File: config.mk
export PLATFORM = sky130hd
export DESIGN_NAME = link_bit_flip_fault_injector_top
export DESIGN_NICKNAME = d
export VERILOG_FILES = /design/src/design/lbffi_pkg.sv /design/src/design/lbffi_window.sv /design/src/design/link_bit_flip_fault_injector_top.sv
export SDC_FILE = /design/constraint.sdc
export NUM_CORES = 1
export LEC_CHECK = 0
export ABC_AREA = 1
export BUFFER_PORTS_ARGS = -buffer_cell sky130_fd_sc_hd__buf_4
export CAP_MARGIN = 20
export CORE_ASPECT_RATIO = 1.4
export CORE_MARGIN = 2
export CORE_UTILIZATION = 55
export DETAILED_ROUTE_END_ITERATION = 6
export GPL_ROUTABILITY_DRIVEN = 0
export PLACE_DENSITY = 0.73
export REMOVE_ABC_BUFFERS = 1
export SYNTH_ARGS = -nofsm -noshare
export SYNTH_HDL_FRONTEND = slang
export SYNTH_SLANG_ARGS = --single-unit
File: constraint.sdc
create_clock -name i_clk -period 11.6 [get_ports i_clk]
set_input_delay 2.32 -clock i_clk [delete_from_list [all_inputs] [get_ports i_clk]]
set_output_delay 2.32 -clock i_clk [all_outputs]
set_load 0.005 [all_outputs]
File: src/design/lbffi_pkg.sv
// Package for the link bit-flip fault injector.
// Fault-record field widths, the record type and register addresses; no dependencies.
package lbffi_pkg;

    localparam int WIRE_W  = 5;   // fault_wire
    localparam int WCNT_W  = 6;   // wire_count
    localparam int DUR_W   = 9;   // fault_duration
    localparam int FAULT_W = 1 + WIRE_W + WCNT_W + DUR_W;

    // word index of the inject_enable register (paddr[2])
    localparam logic REG_INJECT_EN = 1'b0;

    // declared high field first: fault_valid lands in the lowest bit, as on tdata
    typedef struct packed {
        logic [DUR_W-1:0]  fault_duration;
        logic [WCNT_W-1:0] wire_count;
        logic [WIRE_W-1:0] fault_wire;
        logic              fault_valid;
    } t_fault;

endpackage

File: src/design/lbffi_window.sv
// Fault window decode: bit mask of the wires one fault flips and its counter load.
// Uses lbffi_pkg::t_fault.
module lbffi_window #(
    parameter int DATA_BITS  = 32,
    parameter int COUNT_BITS = 8
) (
    input  lbffi_pkg::t_fault      i_fault,
    output logic [DATA_BITS-1:0]   o_mask,
    output logic [COUNT_BITS-1:0]  o_load
);

    localparam int IW = ($clog2(DATA_BITS) + 2 > 7) ? $clog2(DATA_BITS) + 2 : 7;
    localparam int LW = (COUNT_BITS > lbffi_pkg::DUR_W) ? COUNT_BITS : lbffi_pkg::DUR_W;

    logic [IW-1:0]                 wire_x;
    logic [IW-1:0]                 cnt_x;
    logic [IW-1:0]                 cnt_sat;
    logic [IW-1:0]                 half;
    logic [IW-1:0]                 start;
    logic [DATA_BITS:0]            low;
    logic [lbffi_pkg::DUR_W-1:0]   dur_m1;
    logic [LW-1:0]                 load_w;
    logic [LW-1:0]                 load_max;

    always_comb begin
        wire_x  = IW'(i_fault.fault_wire);
        cnt_x   = IW'(i_fault.wire_count);
        cnt_sat = (cnt_x > IW'(DATA_BITS)) ? IW'(DATA_BITS) : cnt_x;
        half    = cnt_sat >> 1;
        start   = (wire_x > half) ? wire_x - half : '0;
        // keep the window inside the vector: slide it down to end at the top bit
        if (start + cnt_sat > IW'(DATA_BITS)) begin
            start = IW'(DATA_BITS) - cnt_sat;
        end
        low = ~({(DATA_BITS + 1){1'b1}} << cnt_sat);
        o_mask = i_fault.fault_valid ? (low[DATA_BITS-1:0] << start) : '0;

        dur_m1   = (i_fault.fault_duration == '0) ? '0 : i_fault.fault_duration - 1'b1;
        load_w   = LW'(dur_m1);
        load_max = LW'({COUNT_BITS{1'b1}});
        o_load   = (load_w > load_max) ? load_max[COUNT_BITS-1:0] : load_w[COUNT_BITS-1:0];
    end

endmodule

File: src/design/link_bit_flip_fault_injector_top.sv
// Top level of the link bit-flip fault injector: stream ports, APB register, state.
// Depends on lbffi_pkg and lbffi_window.

// One beat per cycle in and out while the output is not held. The result of a tlast beat
// passes through an input register, then one pass of window decode and counter update
// into the output register. All DATA_BITS persistence counters update in parallel in
// that pass. A flit is any number of fault beats; only the tlast beat yields a result,
// carrying that beat's error vector with this flit's toggles and the still-persisting
// flips of earlier faults applied. The input stalls only while a tlast beat waits in
// the input register behind a held result. With inject_enable clear the vector passes
// unchanged and the counters hold. No clearing pass after reset.
module link_bit_flip_fault_injector_top #(
    parameter int DATA_BITS  = 32,
    parameter int COUNT_BITS = 8
) (
    input  logic                 i_clk,
    input  logic                 i_rst_n,
    // APB register port
    input  logic                 psel,
    input  logic                 penable,
    input  logic                 pwrite,
    input  logic [2:0]           paddr,
    input  logic [31:0]          pwdata,
    output logic [31:0]          prdata,
    output logic                 pready,
    // input stream
    input  logic                 s_axis_tvalid,
    output logic                 s_axis_tready,
    // low to high: error_vector, fault_valid, fault_wire, wire_count, fault_duration
    input  logic [((DATA_BITS + lbffi_pkg::FAULT_W + 7) / 8) * 8 - 1:0] s_axis_tdata,
    input  logic                 s_axis_tlast,   // last_fault
    // output stream
    output logic                 m_axis_tvalid,
    input  logic                 m_axis_tready,
    // low to high: faulty_vector
    output logic [((DATA_BITS + 7) / 8) * 8 - 1:0] m_axis_tdata
);

    localparam int ODW = ((DATA_BITS + 7) / 8) * 8;

    logic                  r_en;
    logic                  r_s1_valid;
    logic                  r_s1_last;
    logic [DATA_BITS-1:0]  r_s1_vec;
    lbffi_pkg::t_fault     r_s1_fault;
    logic                  r_out_valid;
    logic [DATA_BITS-1:0]  r_out_vec;
    logic [DATA_BITS-1:0]  r_pend_toggle;
    logic [DATA_BITS-1:0]  r_pend_hit;
    logic [COUNT_BITS-1:0] r_cnt [DATA_BITS];

    logic [DATA_BITS-1:0]  n_pend_toggle;
    logic [DATA_BITS-1:0]  n_pend_hit;
    logic [COUNT_BITS-1:0] n_cnt [DATA_BITS];
    logic [DATA_BITS-1:0]  n_out_vec;

    logic                  s1_go;
    logic                  cfg_wr;
    logic [DATA_BITS-1:0]  win_mask;
    logic [COUNT_BITS-1:0] win_load;
    logic [DATA_BITS-1:0]  hit_mask;
    logic [DATA_BITS-1:0]  tog_all;
    logic [DATA_BITS-1:0]  hit_all;

    // ---------------- register port ----------------
    assign pready = 1'b1;
    assign cfg_wr = psel && penable && pwrite;

    always_ff @(posedge i_clk) begin
        if (!i_rst_n) begin
            r_en <= 1'b0;
        end else if (cfg_wr && paddr[2] == lbffi_pkg::REG_INJECT_EN) begin
            r_en <= pwdata[0];
        end
    end

    assign prdata = (paddr[2] == lbffi_pkg::REG_INJECT_EN) ? {31'b0, r_en} : 32'b0;

    // ---------------- input register ----------------
    // non-last beats never need the output slot
    assign s1_go = r_s1_valid && (!r_s1_last || !r_out_valid || m_axis_tready);
    assign s_axis_tready = !r_s1_valid || s1_go;

    always_ff @(posedge i_clk) begin
        if (!i_rst_n) begin
            r_s1_valid <= 1'b0;
        end else if (s_axis_tready) begin
            r_s1_valid <= s_axis_tvalid;
        end
    end

    always_ff @(posedge i_clk) begin
        if (s_axis_tready && s_axis_tvalid) begin
            r_s1_vec   <= s_axis_tdata[DATA_BITS-1:0];
            r_s1_fault <= s_axis_tdata[DATA_BITS + lbffi_pkg::FAULT_W - 1:DATA_BITS];
            r_s1_last  <= s_axis_tlast;
        end
    end

    // ---------------- fault update pass ----------------
    lbffi_window #(
        .DATA_BITS  (DATA_BITS),
        .COUNT_BITS (COUNT_BITS)
    ) u_window (
        .i_fault (r_s1_fault),
        .o_mask  (win_mask),
        .o_load  (win_load)
    );

    always_comb begin
        hit_mask = r_en ? win_mask : '0;
        tog_all  = r_pend_toggle ^ hit_mask;
        hit_all  = r_pend_hit | hit_mask;
        n_out_vec = r_s1_vec;
        if (r_en) begin
            n_out_vec = r_s1_vec ^ tog_all;
        end
        for (int i = 0; i < DATA_BITS; i++) begin
            n_cnt[i] = hit_mask[i] ? win_load : r_cnt[i];
            // bits not hit this flit keep flipping while their counter runs
            if (r_s1_last && r_en && !hit_all[i] && n_cnt[i] != '0) begin
                n_out_vec[i] = ~n_out_vec[i];
                n_cnt[i]     = n_cnt[i] - 1'b1;
            end
        end
        if (r_s1_last) begin
            n_pend_toggle = '0;
            n_pend_hit    = '0;
        end else begin
            n_pend_toggle = tog_all;
            n_pend_hit    = hit_all;
        end
    end

    always_ff @(posedge i_clk) begin
        if (!i_rst_n) begin
            r_pend_toggle <= '0;
            r_pend_hit    <= '0;
            for (int i = 0; i < DATA_BITS; i++) begin
                r_cnt[i] <= '0;
            end
        end else if (s1_go) begin
            r_pend_toggle <= n_pend_toggle;
            r_pend_hit    <= n_pend_hit;
            for (int i = 0; i < DATA_BITS; i++) begin
                r_cnt[i] <= n_cnt[i];
            end
        end
    end

    // ---------------- output register ----------------
    always_ff @(posedge i_clk) begin
        if (!i_rst_n) begin
            r_out_valid <= 1'b0;
        end else if (s1_go && r_s1_last) begin
            r_out_valid <= 1'b1;
        end else if (m_axis_tready) begin
            r_out_valid <= 1'b0;
        end
    end

    always_ff @(posedge i_clk) begin
        if (s1_go && r_s1_last) begin
            r_out_vec <= n_out_vec;
        end
    end

    assign m_axis_tvalid = r_out_valid;
    assign m_axis_tdata  = ODW'(r_out_vec);

    // ---------------- assertions ----------------
    a_toggle_in_hit: assert property (@(posedge i_clk) disable iff (!i_rst_n)
        (r_pend_toggle & ~r_pend_hit) == '0)
        else $error("pending toggle outside pending hit mask");

    a_pend_clear: assert property (@(posedge i_clk) disable iff (!i_rst_n)
        (s1_go && r_s1_last) |=> (r_pend_toggle == '0 && r_pend_hit == '0))
        else $error("pending masks not cleared after last beat");

    a_out_source: assert property (@(posedge i_clk) disable iff (!i_rst_n)
        $rose(r_out_valid) |-> $past(s1_go && r_s1_last))
        else $error("result beat without a processed last beat");

    a_stall_holds: assert property (@(posedge i_clk) disable iff (!i_rst_n)
        !s_axis_tready |-> (r_s1_valid && r_s1_last && r_out_valid))
        else $error("input stalled without a blocked last beat");

endmodule
==> impl_metrics.ini <==
[floorplan]
core_region_area_sq_mm = 0.0542
fp-row-count = 101
die_y_um = 281
die_w_um = 202
die_area_sq_mm = 0.0567
pin_count = 166
initial_core_util_pct = 55.6

[synthesis]
async_flop_share_pct = 0
ys_ff_latch = 409
synth-edff-count = 342
syn_avg_cell_area_sq_um = 7.25
syn_inst = 4158
yosysUniqueCellTypes = 57
synth_top_flop_cell = edfxtp_1
yosysSeqAreaShare_pct = 38.5
yosysWarnings = 0
synth.cell_area_sq_mm = 0.0301

[clocking]
cts_tree = done
root_buffer = clkbuf_16
cts-resized-gates = 0
postCtsHoldBufs = 0
clk_pin_slew_ns = 0.06
cts_made_buffers = 45
cts_max_path_buffers = 3
worstSkewPairLatency_ns = 0.60
cts.sinks = 409
h-tree-depth = 2
postCtsSetupBuffers = 0

[route]
routed_wl_mm = 80.7
post_drt_wl_per_cell_um = 16.3
vias_per_cell = 5.50
postRouteAntennaNets = 0
first_iter_violations = 1993
firstDrtPassIters = 5
drcViolationCount = 0
vias = 27200

[cells_and_area]
diodes = 0
final_common_cell = nand2_1
layout_common_cells = nand2_1 (1379), inv_1 (400), edfxtp_1 (342)
nFillCells = 5015
syn_to_final_growth_pct = 8.33
drive_above_1_share_pct = 9.86
fin_nets = 4366

[sta]
finalHoldViolations = 0
fmax_mhz = 119
rsz0062_at_grt = no
finalSetupViolations = 0
skew_ns = 0.0387
fin_setup_tns_ns = 0
relSlewSlack_pct = 26.6
tightest_slew_ns = 1.10
fin_ws_ns = 3.17
period_share_pct = 72.7
maxSlewViolCount = 0
min_period_ns = 8.43

[critical_path]
cp-start-kind = flip-flop
cp_max_fo = 30
crit_path_max_incr_delay_ns = 0.75
worstPathRequired_ns = 12.00
cpMostUsedCell = nand2_1
worstReg2RegEnd = r_cnt[1][84]
rrSetupSlack_ns = 3.17
cp_slowest_cell = nand2_1
cp-end-kind = flip-flop
r2r_cells = 38
worstPathArrival_ns = 8.83
worstSetupPathType = reg2reg
r2r_start = r_s1_fault[10]

[global_route]
grt_pass1_vias = 25400
grt_overflow_total = 0
grt_max_degree = 185
grt_antenna_before_repair = 0
grt_pass1_wl_mm = 129
grt_use_total_pct = 28.3

[hold_path]
min_to = r_pend_hit[14]
min_path_type = reg2reg
hp-start = r_pend_hit[14]
hold_depth = 2

[power]
power_density_mw_per_mm2 = 134
finalPower_uw = 4360
ir_drop_v = 0.000127
p_leak_uw = 0.0152

[place]
pre_cts_ws_ns = 3.38
dpl.hpwl_mm = 51.4
io_buffers = 97

[job]
max_cap_violations = 0

[run_status]
status = finished, final reports clean
## state kept, by name, summed over array words and instances (netlist names)
register / flops
r_cnt: 256
m_axis_tdata: 32
r_pend_hit: 32
r_pend_toggle: 32
r_s1_vec: 32
r_s1_fault: 21
m_axis_tvalid: 1
r_en: 1
r_s1_last: 1
r_s1_valid: 1
## how the worst max path moves through the flow
stage / to / start / cells past startpoint / slack [ns]
after floorplan: r_cnt[0][0] / m_axis_tready / 4 / 2.04
after global placement: r_cnt[1][84] / r_s1_fault[10] / 38 / 3.46
after detailed placement: r_cnt[1][12] / r_s1_fault[10] / 34 / 3.38
after CTS: r_cnt[1][12] / r_s1_fault[10] / 34 / 3.32
after global routing: r_cnt[0][110] / r_s1_fault[10] / 35 / 2.36
final: r_cnt[1][84] / r_s1_fault[10] / 38 / 3.17
## report_power, final
part,internal (uW),leakage [uW],switching (uW)
clock,849,0.000730,621
sequential,1690,0.00408,26.6
combinational,358,0.0103,809
total,2900,0.0152,1460
## synth_stat cells, types with 10 or more instances
library cell | instances | area (sq um)
clkbuf_1 | 66 | 248
inv_2 | 36 | 135
nor2_1 | 291 | 1090
o21ai_0 | 161 | 806
buf_4 | 67 | 503
nand2_2 | 43 | 269
dfxtp_1 | 67 | 1340
nand3_2 | 29 | 290
xor2_1 | 122 | 1070
inv_1 | 404 | 1520
ha_1 | 80 | 1000
xnor2_1 | 64 | 561
nor2_2 | 19 | 119
buf_1 | 10 | 37.5
nand3b_1 | 45 | 338
nand2_1 | 1381 | 5180
o21ai_2 | 24 | 210
nand4_1 | 52 | 325
edfxtp_1 | 342 | 10300
or2_2 | 20 | 125
nand3_1 | 326 | 1630
nor3_1 | 28 | 140
buf_2 | 24 | 120
a21boi_0 | 10 | 75.1
o21ai_1 | 118 | 591
a21oi_1 | 240 | 1200
## metrics by stage
| stage | cells | utilization [%] | area [sq um] | hold slack [ns] |
|---|---|---|---|---|
| 2_1_floorplan | 4012 | - | 29200 | 0.447 |
| 3_3_place_gp | 4859 | 57.5 | 31100 | 0.461 |
| 3_5_place_dp | 4859 | 57.5 | 31100 | 0.471 |
| 4_1_cts | 4941 | 60.2 | 32600 | 0.482 |
| 5_1_grt | 4941 | 60.2 | 32600 | 0.501 |
| 6_report | 4941 | 60.2 | 32600 | 0.478 |
## layer usage
metal | part of all wire (%) | vias up | global-route usage, %
li1 | - | 13600 | -
met1 | 41 | 12600 | 35.1
met2 | 48 | 839 | 50.1
met3 | 6.3 | 177 | 3.26
met4 | 3.9 | 0 | 11.5
met5 | 0 | - | 0
## kinds of logic after synthesis
logic type / after synthesis / synth area share, %
AND/OR/NAND/NOR: 2267 / 32.8
buffers and inverters: 621 / 8.95
AO/OA/AOI/OAI: 591 / 10.8
flip-flops: 409 / 38.5
XOR/XNOR: 186 / 5.41
adder cells (fa/ha/maj): 82 / 3.46
other: 2 / 0.0249
## area by class of cell
| class | count | area (sq um) | area share (%) |
|---|---|---|---|
| timing repair buffer | 126 | 958 | 2.94 |
| clock buffer | 65 | 1300 | 3.99 |
| tap | 721 | 902 | 2.76 |
| sequential | 409 | 11600 | 35.6 |
| multi-input combinational | 3159 | 16000 | 49.0 |
| clock inverter | 17 | 184 | 0.564 |
| inverter | 444 | 1670 | 5.13 |
## critical path: cells and delay by family (launching register included)
kind | cells | cell delay [ns]
flip-flops | 1 | 0.49
adder cells (fa/ha/maj) | 3 | 1.07
buffers and inverters | 7 | 1.15
AO/OA/AOI/OAI | 5 | 1.36
AND/OR/NAND/NOR | 23 | 4.16
(Power assumes the default switching activity.)
